<file path="src/rtl/cfs_pkg.sv">
// Shared types, constants and the header text for the camera frame capture unit.
`default_nettype none
package cfs_pkg;

   localparam int unsigned WIDTH_W     = 10;
   localparam int unsigned HEIGHT_W    = 9;
   localparam int unsigned CSR_IDX_W   = 1;
   localparam int unsigned CSR_DATA_W  = 10;
   localparam int unsigned REQ_DATA_W  = 16;
   localparam int unsigned RSP_DATA_W  = 8;
   localparam int unsigned RSP_USER_W  = 2;
   localparam int unsigned HDR_LEN     = 5;
   localparam int unsigned HDR_IDX_W   = 3;

   localparam logic [WIDTH_W-1:0]  WIDTH_RESET  = 10'd320;
   localparam logic [HEIGHT_W-1:0] HEIGHT_RESET = 9'd240;

   localparam logic [CSR_IDX_W-1:0] CSR_FRAME_WIDTH  = 1'b0;
   localparam logic [CSR_IDX_W-1:0] CSR_FRAME_HEIGHT = 1'b1;

   localparam logic KIND_TICK  = 1'b0;
   localparam logic KIND_START = 1'b1;

   localparam logic [HDR_IDX_W-1:0] HDR_LAST_IDX = 3'd4;

   typedef enum logic [6:0] {
      PH_IDLE      = 7'b0000001,
      PH_VS_HIGH   = 7'b0000010,
      PH_VS_LOW    = 7'b0000100,
      PH_PX_LOW    = 7'b0001000,
      PH_SKIP_HIGH = 7'b0010000,
      PH_SKIP_LOW  = 7'b0100000,
      PH_END_HIGH  = 7'b1000000
   } phase_type;

   // One queued job for the output side: a whole header or a single pixel.
   typedef struct packed {
      logic       is_header;
      logic       frame_end;
      logic [7:0] pixel;
   } cmd_type;

   typedef struct packed {
      logic full;
      logic empty;
   } queue_stat_type;

   function automatic logic [7:0] hdr_char(input logic [HDR_IDX_W-1:0] idx);
      logic [7:0] ch;
      case (idx)
         3'd0:    ch = 8'h2A;
         3'd1:    ch = 8'h52;
         3'd2:    ch = 8'h44;
         3'd3:    ch = 8'h59;
         3'd4:    ch = 8'h2A;
         default: ch = 8'h2A;
      endcase
      return ch;
   endfunction

endpackage
`default_nettype wire

</file>
<file path="src/rtl/cfs_front.sv">
// Request side: configuration registers, sync and pixel clock tracking, job generation.
`default_nettype none
module cfs_front (
   input  wire                             clock,
   input  wire                             reset,
   input  wire                             req_tvalid,
   output logic                            req_tready,
   input  wire                             req_kind,
   input  wire                             vsync_level,
   input  wire                             pclk_level,
   input  wire  [3:0]                      data_low_nibble,
   input  wire  [3:0]                      data_high_nibble,
   input  wire                             csr_wr_en,
   input  wire  [cfs_pkg::CSR_IDX_W-1:0]   csr_index,
   input  wire  [cfs_pkg::CSR_DATA_W-1:0]  csr_wdata,
   input  cfs_pkg::queue_stat_type         q_stat,
   output logic                            push,
   output cfs_pkg::cmd_type                push_cmd
);

   logic [cfs_pkg::WIDTH_W-1:0]  width_ff;
   logic [cfs_pkg::HEIGHT_W-1:0] height_ff;
   cfs_pkg::phase_type           phase_ff, phase_in;
   logic [cfs_pkg::WIDTH_W-1:0]  col_ff, col_in;
   logic [cfs_pkg::HEIGHT_W-1:0] rows_ff, rows_in;
   logic                         accept;

   assign req_tready = !q_stat.full;
   assign accept     = req_tvalid && req_tready;

   always_comb begin
      phase_in           = phase_ff;
      col_in             = col_ff;
      rows_in            = rows_ff;
      push               = 1'b0;
      push_cmd.is_header = 1'b0;
      push_cmd.frame_end = 1'b0;
      push_cmd.pixel     = {data_high_nibble, data_low_nibble};
      if (accept) begin
         if (req_kind == cfs_pkg::KIND_START) begin
            // A start abandons any capture in progress and re-arms.
            push               = 1'b1;
            push_cmd.is_header = 1'b1;
            rows_in            = height_ff;
            col_in             = width_ff;
            phase_in           = cfs_pkg::PH_VS_HIGH;
         end else begin
            case (phase_ff)
               cfs_pkg::PH_IDLE: begin
               end
               cfs_pkg::PH_VS_HIGH: begin
                  if (vsync_level) phase_in = cfs_pkg::PH_VS_LOW;
               end
               cfs_pkg::PH_VS_LOW: begin
                  if (!vsync_level) begin
                     if (rows_ff == '0 || col_ff == '0) phase_in = cfs_pkg::PH_IDLE;
                     else phase_in = cfs_pkg::PH_PX_LOW;
                  end
               end
               cfs_pkg::PH_PX_LOW: begin
                  if (!pclk_level) begin
                     push               = 1'b1;
                     push_cmd.frame_end = (col_ff <= 10'd1) && (rows_ff <= 9'd1);
                     phase_in           = cfs_pkg::PH_SKIP_HIGH;
                  end
               end
               cfs_pkg::PH_SKIP_HIGH: begin
                  if (pclk_level) phase_in = cfs_pkg::PH_SKIP_LOW;
               end
               cfs_pkg::PH_SKIP_LOW: begin
                  if (!pclk_level) phase_in = cfs_pkg::PH_END_HIGH;
               end
               cfs_pkg::PH_END_HIGH: begin
                  if (pclk_level) begin
                     if (col_ff > 10'd1) begin
                        col_in   = col_ff - 10'd1;
                        phase_in = cfs_pkg::PH_PX_LOW;
                     end else if (rows_ff > 9'd1) begin
                        // Each new row reloads its pixel count from the live register.
                        rows_in  = rows_ff - 9'd1;
                        col_in   = width_ff;
                        phase_in = (width_ff == '0) ? cfs_pkg::PH_IDLE : cfs_pkg::PH_PX_LOW;
                     end else begin
                        col_in   = '0;
                        rows_in  = '0;
                        phase_in = cfs_pkg::PH_IDLE;
                     end
                  end
               end
               default: phase_in = cfs_pkg::PH_IDLE;
            endcase
         end
      end
   end

   always_ff @(posedge clock) begin
      if (reset) begin
         width_ff  <= cfs_pkg::WIDTH_RESET;
         height_ff <= cfs_pkg::HEIGHT_RESET;
         phase_ff  <= cfs_pkg::PH_IDLE;
         col_ff    <= '0;
         rows_ff   <= '0;
      end else begin
         phase_ff <= phase_in;
         col_ff   <= col_in;
         rows_ff  <= rows_in;
         if (csr_wr_en) begin
            case (csr_index)
               cfs_pkg::CSR_FRAME_WIDTH:  width_ff  <= csr_wdata[cfs_pkg::WIDTH_W-1:0];
               cfs_pkg::CSR_FRAME_HEIGHT: height_ff <= csr_wdata[cfs_pkg::HEIGHT_W-1:0];
               default: begin
               end
            endcase
         end
      end
   end

endmodule
`default_nettype wire

</file>
<file path="src/rtl/cfs_queue.sv">
// Short job queue between the capture front and the output back.
`default_nettype none
module cfs_queue #(
   parameter int unsigned DEPTH = 4
) (
   input  wire                      clock,
   input  wire                      reset,
   input  wire                      push,
   input  cfs_pkg::cmd_type         push_cmd,
   input  wire                      pop,
   output cfs_pkg::cmd_type         head_cmd,
   output cfs_pkg::queue_stat_type  q_stat
);

   localparam int unsigned PTR_W = (DEPTH > 1) ? $clog2(DEPTH) : 1;
   localparam int unsigned CNT_W = $clog2(DEPTH + 1);
   localparam logic [PTR_W-1:0] PTR_LAST = PTR_W'(DEPTH - 1);
   localparam logic [CNT_W-1:0] CNT_FULL = CNT_W'(DEPTH);

   cfs_pkg::cmd_type   mem_ff [DEPTH];
   logic [PTR_W-1:0]   wr_ptr_ff, wr_ptr_in;
   logic [PTR_W-1:0]   rd_ptr_ff, rd_ptr_in;
   logic [CNT_W-1:0]   count_ff, count_in;

   assign head_cmd     = mem_ff[rd_ptr_ff];
   assign q_stat.full  = (count_ff == CNT_FULL);
   assign q_stat.empty = (count_ff == '0);

   always_comb begin
      wr_ptr_in = wr_ptr_ff;
      rd_ptr_in = rd_ptr_ff;
      count_in  = count_ff;
      if (push) wr_ptr_in = (wr_ptr_ff == PTR_LAST) ? '0 : wr_ptr_ff + 1'b1;
      if (pop)  rd_ptr_in = (rd_ptr_ff == PTR_LAST) ? '0 : rd_ptr_ff + 1'b1;
      if (push && !pop)      count_in = count_ff + 1'b1;
      else if (pop && !push) count_in = count_ff - 1'b1;
   end

   always_ff @(posedge clock) begin
      if (reset) begin
         wr_ptr_ff <= '0;
         rd_ptr_ff <= '0;
         count_ff  <= '0;
      end else begin
         wr_ptr_ff <= wr_ptr_in;
         rd_ptr_ff <= rd_ptr_in;
         count_ff  <= count_in;
      end
   end

   always_ff @(posedge clock) begin
      if (push) mem_ff[wr_ptr_ff] <= push_cmd;
   end

`ifndef SYNTHESIS
   a_no_overflow: assert property (@(posedge clock) disable iff (reset)
      !(push && q_stat.full && !pop))
      else $error("job queue written while full");
   a_no_underflow: assert property (@(posedge clock) disable iff (reset)
      !(pop && q_stat.empty))
      else $error("job queue read while empty");
   a_push_fills: assert property (@(posedge clock) disable iff (reset)
      push && !pop |=> !q_stat.empty)
      else $error("job queue empty after a write");
`endif

endmodule
`default_nettype wire

</file>
<file path="src/rtl/cfs_back.sv">
// Output side: expands queued jobs into header and pixel bytes behind an output register.
`default_nettype none
module cfs_back (
   input  wire                              clock,
   input  wire                              reset,
   input  cfs_pkg::cmd_type                 head_cmd,
   input  cfs_pkg::queue_stat_type          q_stat,
   output logic                             pop,
   output logic                             rsp_tvalid,
   input  wire                              rsp_tready,
   output logic [cfs_pkg::RSP_DATA_W-1:0]   rsp_tdata,
   output logic [cfs_pkg::RSP_USER_W-1:0]   rsp_tuser,
   output logic                             rsp_tlast
);

   logic [cfs_pkg::HDR_IDX_W-1:0]  hdr_idx_ff, hdr_idx_in;
   logic                           valid_ff;
   logic [cfs_pkg::RSP_DATA_W-1:0] data_ff, data_in;
   logic [cfs_pkg::RSP_USER_W-1:0] user_ff, user_in;
   logic                           last_ff, last_in;
   logic                           load;

   assign load = !q_stat.empty && (!valid_ff || rsp_tready);

   always_comb begin
      hdr_idx_in = hdr_idx_ff;
      pop        = 1'b0;
      if (head_cmd.is_header) begin
         data_in = cfs_pkg::hdr_char(hdr_idx_ff);
         user_in = {1'b0, 1'b1};
         last_in = (hdr_idx_ff == cfs_pkg::HDR_LAST_IDX);
      end else begin
         data_in = head_cmd.pixel;
         user_in = {head_cmd.frame_end, 1'b0};
         last_in = 1'b1;
      end
      if (load) begin
         // A header job stays at the queue head until its fifth byte is loaded into the output register.
         pop        = last_in;
         hdr_idx_in = last_in ? '0 : hdr_idx_ff + 1'b1;
      end
   end

   always_ff @(posedge clock) begin
      if (reset) begin
         valid_ff   <= 1'b0;
         hdr_idx_ff <= '0;
      end else begin
         hdr_idx_ff <= hdr_idx_in;
         if (load)            valid_ff <= 1'b1;
         else if (rsp_tready) valid_ff <= 1'b0;
      end
   end

   always_ff @(posedge clock) begin
      if (load) begin
         data_ff <= data_in;
         user_ff <= user_in;
         last_ff <= last_in;
      end
   end

   assign rsp_tvalid = valid_ff;
   assign rsp_tdata  = data_ff;
   assign rsp_tuser  = user_ff;
   assign rsp_tlast  = last_ff;

endmodule
`default_nettype wire

</file>
<file path="src/rtl/camera_frame_capture_to_serial_unit.sv">
// Top level of the camera frame capture unit feeding a byte serial link.
//
//  Group   Role     Payload
//  req_    in       tuser: kind; tdata: vsync, pclk, data[3:0], data[7:4]
//  rsp_    out      tdata: byte; tuser: is_header, frame_end; tlast: last of request
//  csr_    write    index 0 frame_width, index 1 frame_height
//
// Every request is accepted whenever the job queue has room; a start
// request becomes one queued job that leaves as five header bytes, a pixel
// as one byte. The output register emits one byte per cycle while rsp_tready
// holds, so header bursts set the sustained rate when starts follow closely.
// Reset is synchronous and returns to idle with the default frame size.
// A stalled output fills the queue, and only then is req_tready dropped.
`default_nettype none
module camera_frame_capture_to_serial_unit #(
   parameter int unsigned QUEUE_DEPTH = 4
) (
   input  wire                              clock,
   input  wire                              reset,
   input  wire                              req_tvalid,
   output logic                             req_tready,
   input  wire  [cfs_pkg::REQ_DATA_W-1:0]   req_tdata,  // vsync, pclk, data[3:0], data[7:4], pad
   input  wire                              req_tuser,  // kind
   output logic                             rsp_tvalid,
   input  wire                              rsp_tready,
   output logic [cfs_pkg::RSP_DATA_W-1:0]   rsp_tdata,  // out_byte
   output logic [cfs_pkg::RSP_USER_W-1:0]   rsp_tuser,  // is_header, frame_end
   output logic                             rsp_tlast,
   input  wire                              csr_wr_en,
   input  wire  [cfs_pkg::CSR_IDX_W-1:0]    csr_index,
   input  wire  [cfs_pkg::CSR_DATA_W-1:0]   csr_wdata
);

   logic                    push;
   logic                    pop;
   cfs_pkg::cmd_type        push_cmd;
   cfs_pkg::cmd_type        head_cmd;
   cfs_pkg::queue_stat_type q_stat;

   cfs_front u_front (
      .clock            (clock),
      .reset            (reset),
      .req_tvalid       (req_tvalid),
      .req_tready       (req_tready),
      .req_kind         (req_tuser),
      .vsync_level      (req_tdata[0]),
      .pclk_level       (req_tdata[1]),
      .data_low_nibble  (req_tdata[5:2]),
      .data_high_nibble (req_tdata[9:6]),
      .csr_wr_en        (csr_wr_en),
      .csr_index        (csr_index),
      .csr_wdata        (csr_wdata),
      .q_stat           (q_stat),
      .push             (push),
      .push_cmd         (push_cmd)
   );

   cfs_queue #(
      .DEPTH (QUEUE_DEPTH)
   ) u_queue (
      .clock    (clock),
      .reset    (reset),
      .push     (push),
      .push_cmd (push_cmd),
      .pop      (pop),
      .head_cmd (head_cmd),
      .q_stat   (q_stat)
   );

   cfs_back u_back (
      .clock      (clock),
      .reset      (reset),
      .head_cmd   (head_cmd),
      .q_stat     (q_stat),
      .pop        (pop),
      .rsp_tvalid (rsp_tvalid),
      .rsp_tready (rsp_tready),
      .rsp_tdata  (rsp_tdata),
      .rsp_tuser  (rsp_tuser),
      .rsp_tlast  (rsp_tlast)
   );

endmodule
`default_nettype wire

</file>
<file path="config.mk">
export PLATFORM = sky130hd
export DESIGN_NAME = camera_frame_capture_to_serial_unit
export DESIGN_NICKNAME = d
export VERILOG_FILES = /design/src/rtl/cfs_pkg.sv /design/src/rtl/cfs_front.sv /design/src/rtl/cfs_queue.sv /design/src/rtl/cfs_back.sv /design/src/rtl/camera_frame_capture_to_serial_unit.sv
export SDC_FILE = /design/constraint.sdc
export NUM_CORES = 1
export LEC_CHECK = 0
export BUFFER_PORTS_ARGS = -buffer_cell sky130_fd_sc_hd__buf_2
export CAP_MARGIN = 20
export CORE_ASPECT_RATIO = 1.5
export CORE_MARGIN = 1
export CORE_UTILIZATION = 30
export CTS_CLUSTER_SIZE = 28
export DETAILED_ROUTE_END_ITERATION = 8
export PLACE_DENSITY = 0.55
export SLEW_MARGIN = 20
export SYNTH_ARGS = -nofsm -noshare
export SYNTH_HDL_FRONTEND = slang
export SYNTH_SLANG_ARGS = --single-unit
</file>
<file path="constraint.sdc">
create_clock -name clock -period 5.45 [get_ports clock]
set_input_delay 0.2725 -clock clock [delete_from_list [all_inputs] [get_ports clock]]
set_output_delay 0.2725 -clock clock [all_outputs]
set_load 0.05 [all_outputs]
</file>
==> results of run 1 <==
cell families after synthesis:
| kind of cell | count (synthesis) |
|---|---|
| compound gates | 100 |
| xor+xnor | 10 |
| fa+ha+maj | 18 |
| buf+inv | 52 |
| flops | 109 |
| mux | 17 |
| simple gates | 200 |
cell usage in the layout (no fill, tap or decap), types with 3 or more instances in the layout:
master	instances
a211oi_1	5
a21oi_1	37
a221oi_1	6
a22oi_1	3
and2_1	8
buf_2	39
clkbuf_16	9
dfxtp_1	58
edfxtp_1	51
ha_1	17
inv_1	22
mux2i_1	5
mux4_2	10
nand2_1	62
nand3_1	14
nand4_1	4
nand4b_1	3
nor2_1	45
nor2b_1	9
nor3_1	17
nor3b_1	3
nor4_1	8
nor4bb_1	3
o211ai_1	4
o21ai_0	12
o31ai_1	9
or3_1	4
or4_1	7
xor2_1	8
per-layer routing:
metal	global-route usage (%)	share of wire, %
met2	25.6	56
met4	5.27	1.6
met5	0	0
met1	14.6	39
met3	2.55	3.8
final cells by class:
| class | count | area share (%) |
|---|---|---|
| well taps | 210 | 4.48 |
| clock inverters | 7 | 1.64 |
| repair buffers | 40 | 3.46 |
| flip-flops and latches | 109 | 45.9 |
| inverters | 23 | 1.47 |
| multi-input cells | 345 | 39.2 |
| clock buffers | 9 | 3.84 |
final timing paths:
kind / from / end / cells after the start
setup reg to reg: register / u_queue.count_ff[2] / 10
hold reg to reg: u_front.height_ff[0] / u_front.height_ff[0] / 2
setup / recovery: register / u_queue.count_ff[2] / 10
hold / removal: req_tdata[8] / u_queue.mem_ff[2][6] / 1
power breakdown:
| part | switching (mW) | internal (mW) | leakage, nW | total, mW |
|---|---|---|---|---|
| clock | 0.348 | 0.339 | 0.156 | 0.687 |
| sequential | 0.0841 | 0.990 | 0.944 | 1.07 |
| combinational | 0.523 | 0.276 | 1.04 | 0.799 |
| total | 0.956 | 1.60 | 2.14 | 2.56 |
metrics by stage:
| step | power, mW | std cells | utilization (%) | cell area, µm² | hold slack [ns] |
|---|---|---|---|---|---|
| CTS | 2.59 | 743 | 34.8 | 5860 | 0.114 |
| finish | 2.56 | 743 | 34.8 | 5860 | 0.126 |
| global placement | 1.87 | 727 | 32.9 | 5540 | 0.450 |
| global route | 2.71 | 743 | 34.8 | 5860 | 0.122 |
| detailed placement | 1.90 | 727 | 32.9 | 5540 | 0.454 |
| floorplan | 1.72 | 506 | - | 5200 | 0.371 |
sequential cells by signal (all words and copies together), names as in the netlist, named ones only:
| signal | cells |
|---|---|
| u_back.rsp_tvalid | 1 |
| u_back.rsp_tlast | 1 |
| u_back.rsp_tdata | 8 |
| u_queue.count_ff | 3 |
| u_queue.rd_ptr_ff | 2 |
| u_front.height_ff | 9 |
| u_front.col_ff | 10 |
| u_back.rsp_tuser | 2 |
| u_queue.mem_ff | 40 |
| u_queue.wr_ptr_ff | 2 |
| u_front.phase_ff | 7 |
| u_front.rows_ff | 9 |
| u_back.hdr_idx_ff | 3 |
| u_front.width_ff | 10 |
critical path: cells and delay by family, from the launching register on:
kind	cells	cell delay [ns]
adders and majority gates	2	0.39
and+or+nand+nor	3	0.73
muxes	1	0.75
DFF	1	0.75
buffers and inverters	2	0.14
AOI/OAI and AO/OA	1	0.14
xor gates and xnor gates	1	0.07
==> metrics.yaml, run 1 <==
critical_path:
  arrival_ns: 3.34
  crit_chain: "mux4_2 -> and2_1 -> nor2_1 -> inv_1 -> ha_1 -> inv_1 -> fa_1 -> xor2_1 -> or3_1 -> a21oi_1"
  ff2ff_setup_slack_ns: 2.39
  slowest_delay_ns: 0.75
  crit_slowest_cell: "dfxtp_1"
  worstSetupEndpointType: "register"
  crit_type: "register to register"
  crit_required_ns: 5.72
  cp_common_cell: "inv_1"
  crit_path_start_kind: "register"
  path_max_fanout: 15
clock_network:
  cts_tree: "built"
  htreeDepth: 3
  cts-root-buf: "clkbuf_16"
  clk-insertion-delay-late_ns: 0.35
  post_cts_buffers: 0
  cts_buffer_depth: 2
  ctsHoldBuffers: 0
  clk_pin_slew_ns: 0.09
  cts.sinks: 109
  numCtsBuffers: 9
  ctsResizeCount: 0
placement:
  place_hpwl_um: 8150
  dp_slack_ns: 2.33
  gp_congestion: 0.841
  port_buffers: 39
floorplan:
  core-area_mm2: 0.0168
  rows: 58
  start_util_pct: 30.9
  fp.dieArea_mm2: 0.0179
  io_pins: 46
  die_h_um: 163
  die_w_um: 109
final_layout:
  syn_to_final_growth_pct: 12.8
  multi_input_area_mm2: 0.00230
  fillers: 1708
  antennaDiodeCount: 0
  fin_nets: 579
  drive_above_1_share_pct: 14.4
  regArea_mm2: 0.00269
synthesis:
  muxShareOfSynthArea_pct: 5.73
  syn_inst: 506
  yosys.area.top_type: "edfxtp_1"
  synth-compound-area-share_pct: 13.0
  synth_most_common_cell: "nand2_1"
  synth_edf_count: 51
  synth_common_cells: "62 x nand2_1, 58 x dfxtp_1, 51 x edfxtp_1, 45 x nor2_1, 37 x a21oi_1"
  synth_top_flop_cell: "dfxtp_1"
  synth_fa_ha_area_share_pct: 4.48
  yosysWarnings: 0
  synth_top_family_by_area: "simple AND/OR/NAND/NOR gates"
  avgSynthCellArea_um2: 10.3
  synth_area_leaders: "edfxtp_1 29%, dfxtp_1 22%, nand2_1 4.5%"
  yosysTopAreaCellShare_pct: 29.5
  synth_area_mm2: 0.00520
  ys_types: 64
  synth-xor-area-share_pct: 1.68
  ys_async_sr_fraction_pct: 0
  yosys.area_share.simple_pct: 19.2
  synth_nets: 557
  synth.ff_latch_count: 109
  yosysSeqAreaShare_pct: 51.8
timing:
  rsz0062_at_grt: "false"
  tns_ns: 0
  finalCritPeriodShare_pct: 56.2
  hold_violations: 0
  setup_viol: 0
  setup_slack_ns: 2.39
  worst_pin_slew_ns: 1.04
  period_needed_ns: 3.06
  clock.fmax_mhz: 326
  slew_headroom_pct: 30.6
  fin_skew_ns: 0.0142
  maxSlewViolCount: 0
global_route:
  grt_max_degree: 51
  grt_usage_pct: 13.6
  grt_overflow: 0
  grt_antenna_before_repair: 0
  grt_pass1_vias: 3931
  grt_pass1_wl_um: 18900
hold_path:
  hold_class: "input port to register"
pwr:
  powerDensity_mw_per_mm2: 437
  ir_drop_mv: 0.262
  p_leak_nw: 2.14
drt:
  first_iter_violations: 162
  drt_wl_total_um: 11200
  drt_pass1_iterations: 4
  routed-via-count: 3839
  ant_nets: 0
  wl_per_cell_um: 15.1
  post_drt_via_cell_ratio: 5.17
  drc: 0
run:
  maxCapViolations: 0
outcome:
  status: "finished clean"
Note: power is estimated with default switching activity, not from simulation.
==> run 2: changes to the inputs <==
==> constraint.sdc (replaced) <==
create_clock -name clock -period 2.9 [get_ports clock]
set_input_delay 0.145 -clock clock [delete_from_list [all_inputs] [get_ports clock]]
set_output_delay 0.145 -clock clock [all_outputs]
set_load 0.05 [all_outputs]
==> metrics.yaml, run 2 (synthesized netlist as in run 1, its figures left out) <==
critical_path:
  crit_chain: "nor2b_1 -> and4b_1 -> o21a_1 -> ha_1 -> inv_1 -> fa_1 -> xor2_1 -> or3_1 -> a21oi_1"
  worstSetupEndpointType: "register"
  crit_slowest_cell: "dfxtp_1"
  crit_required_ns: 3.19
  crit_type: "register to register"
  crit_family: "simple AND/OR/NAND/NOR gates"
  crit_path_start_kind: "register"
  slowest_delay_ns: 0.58
  path_max_fanout: 12
  worst-path-buf-inv: 1
  arrival_ns: 2.78
floorplan:
  fp.dieArea_mm2: 0.0179
  die_h_um: 163
  die_w_um: 109
  core-area_mm2: 0.0168
  rows: 58
  io_pins: 46
  start_util_pct: 30.9
drt:
  drt_pass1_iterations: 4
  routed-via-count: 3895
  ant_nets: 0
  drc: 0
  wl_per_cell_um: 14.9
  drt_wl_total_um: 11300
  first_iter_violations: 131
  post_drt_via_cell_ratio: 5.13
final_layout:
  top_register: "u_queue.mem_ff"
  syn_to_final_growth_pct: 15.5
  largest_register_ff_count: 40
  final_cells: 760
  largest_registers: "u_queue.mem_ff: 40 flops, u_front.col_ff: 10 flops, u_front.width_ff: 10 flops"
  fillers: 1700
  fin_nets: 596
  regArea_mm2: 0.00269
  antennaDiodeCount: 0
  drive_above_1_share_pct: 15.8
  final_common_cell: "nand2_1"
  layout_common_cells: "62 x nand2_1, 58 x dfxtp_1, 51 x edfxtp_1"
  multi_input_area_mm2: 0.00230
clock_network:
  clk-insertion-delay-late_ns: 0.37
  cts_buffer_depth: 2
  numCtsBuffers: 9
  clk_pin_slew_ns: 0.08
  ctsResizeCount: 0
  cts-root-buf: "clkbuf_16"
  htreeDepth: 3
  cts_tree: "built"
  post_cts_buffers: 0
  cts.sinks: 109
timing:
  setup_viol: 0
  clock.fmax_mhz: 402
  finalCritPeriodShare_pct: 85.8
  holdWs_ns: 0.0100
  slew_headroom_pct: 53.1
  rsz0062_at_grt: "false"
  maxSlewViolCount: 0
  hold_violations: 0
  tns_ns: 0
  worst_pin_slew_ns: 0.698
  fin_skew_ns: 0.0143
  period_needed_ns: 2.49
global_route:
  grt_pass1_wl_um: 18800
  grt_max_degree: 50
  grt_usage_pct: 13.8
  grt_pass1_vias: 3910
  grt_overflow: 0
  grt_antenna_before_repair: 0
hold_path:
  hold_class: "input port to register"
placement:
  place_hpwl_um: 8100
  dp.cells: 737
  port_buffers: 39
  gp_congestion: 0.833
outcome:
  status: "finished clean"
pwr:
  ir_drop_mv: 0.437
  p_total_mw: 4.87
  p_leak_nw: 2.22
  powerDensity_mw_per_mm2: 810
run:
  maxCapViolations: 0
## run 2: per-stage QoR
step	utilization, %	setup WS, ns	instance area, µm²
2_1_floorplan	-	0.207	5200
3_3_place_gp	33.4	0.524	5620
3_5_place_dp	33.4	0.469	5620
4_1_cts	35.6	0.438	6000
5_1_grt	35.7	0.308	6010
6_report	35.7	0.411	6010
## run 2: report_power, final
| part | leakage, nW | internal (mW) | total, mW | switching [mW] |
|---|---|---|---|---|
| sequential | 0.944 | 1.86 | 1.98 | 0.123 |
| combinational | 1.12 | 0.551 | 1.57 | 1.02 |
| clock | 0.156 | 0.637 | 1.31 | 0.669 |
| total | 2.22 | 3.05 | 4.87 | 1.82 |
## run 2: per-layer routing
layer / GRT usage (%) / vias up / routed length (µm)
li1: - / 1927 / -
met1: 15.0 / 1869 / 4630
met2: 24.9 / 82 / 6000
met3: 2.99 / 17 / 452
met4: 6.30 / 0 / 260
met5: 0 / - / 0
## run 2: worst paths after layout
kind         cells after the start                  from  slack [ns]              endpoint
max                              9   u_front.phase_ff[3]        0.41   u_queue.count_ff[2]
min                              1          req_tdata[4]        0.01  u_queue.mem_ff[3][2]
max reg2reg                      9   u_front.phase_ff[3]        0.41   u_queue.count_ff[2]
min reg2reg                      2  u_front.height_ff[3]        0.47  u_front.height_ff[3]
## run 2: timing repair
action | CTS | global route
setup endpoints to repair | 0 | 0
hold endpoints to repair | 24 | 1
hold buffers | 6 | 1
## run 2: layout make-up
cell class / instances / area share, %
clock buffer: 9 / 3.75
sequential: 109 / 44.8
tap: 210 / 4.37
multi-input combinational: 345 / 38.2
inverter: 23 / 1.44
timing repair buffer: 57 / 5.79
clock inverter: 7 / 1.60
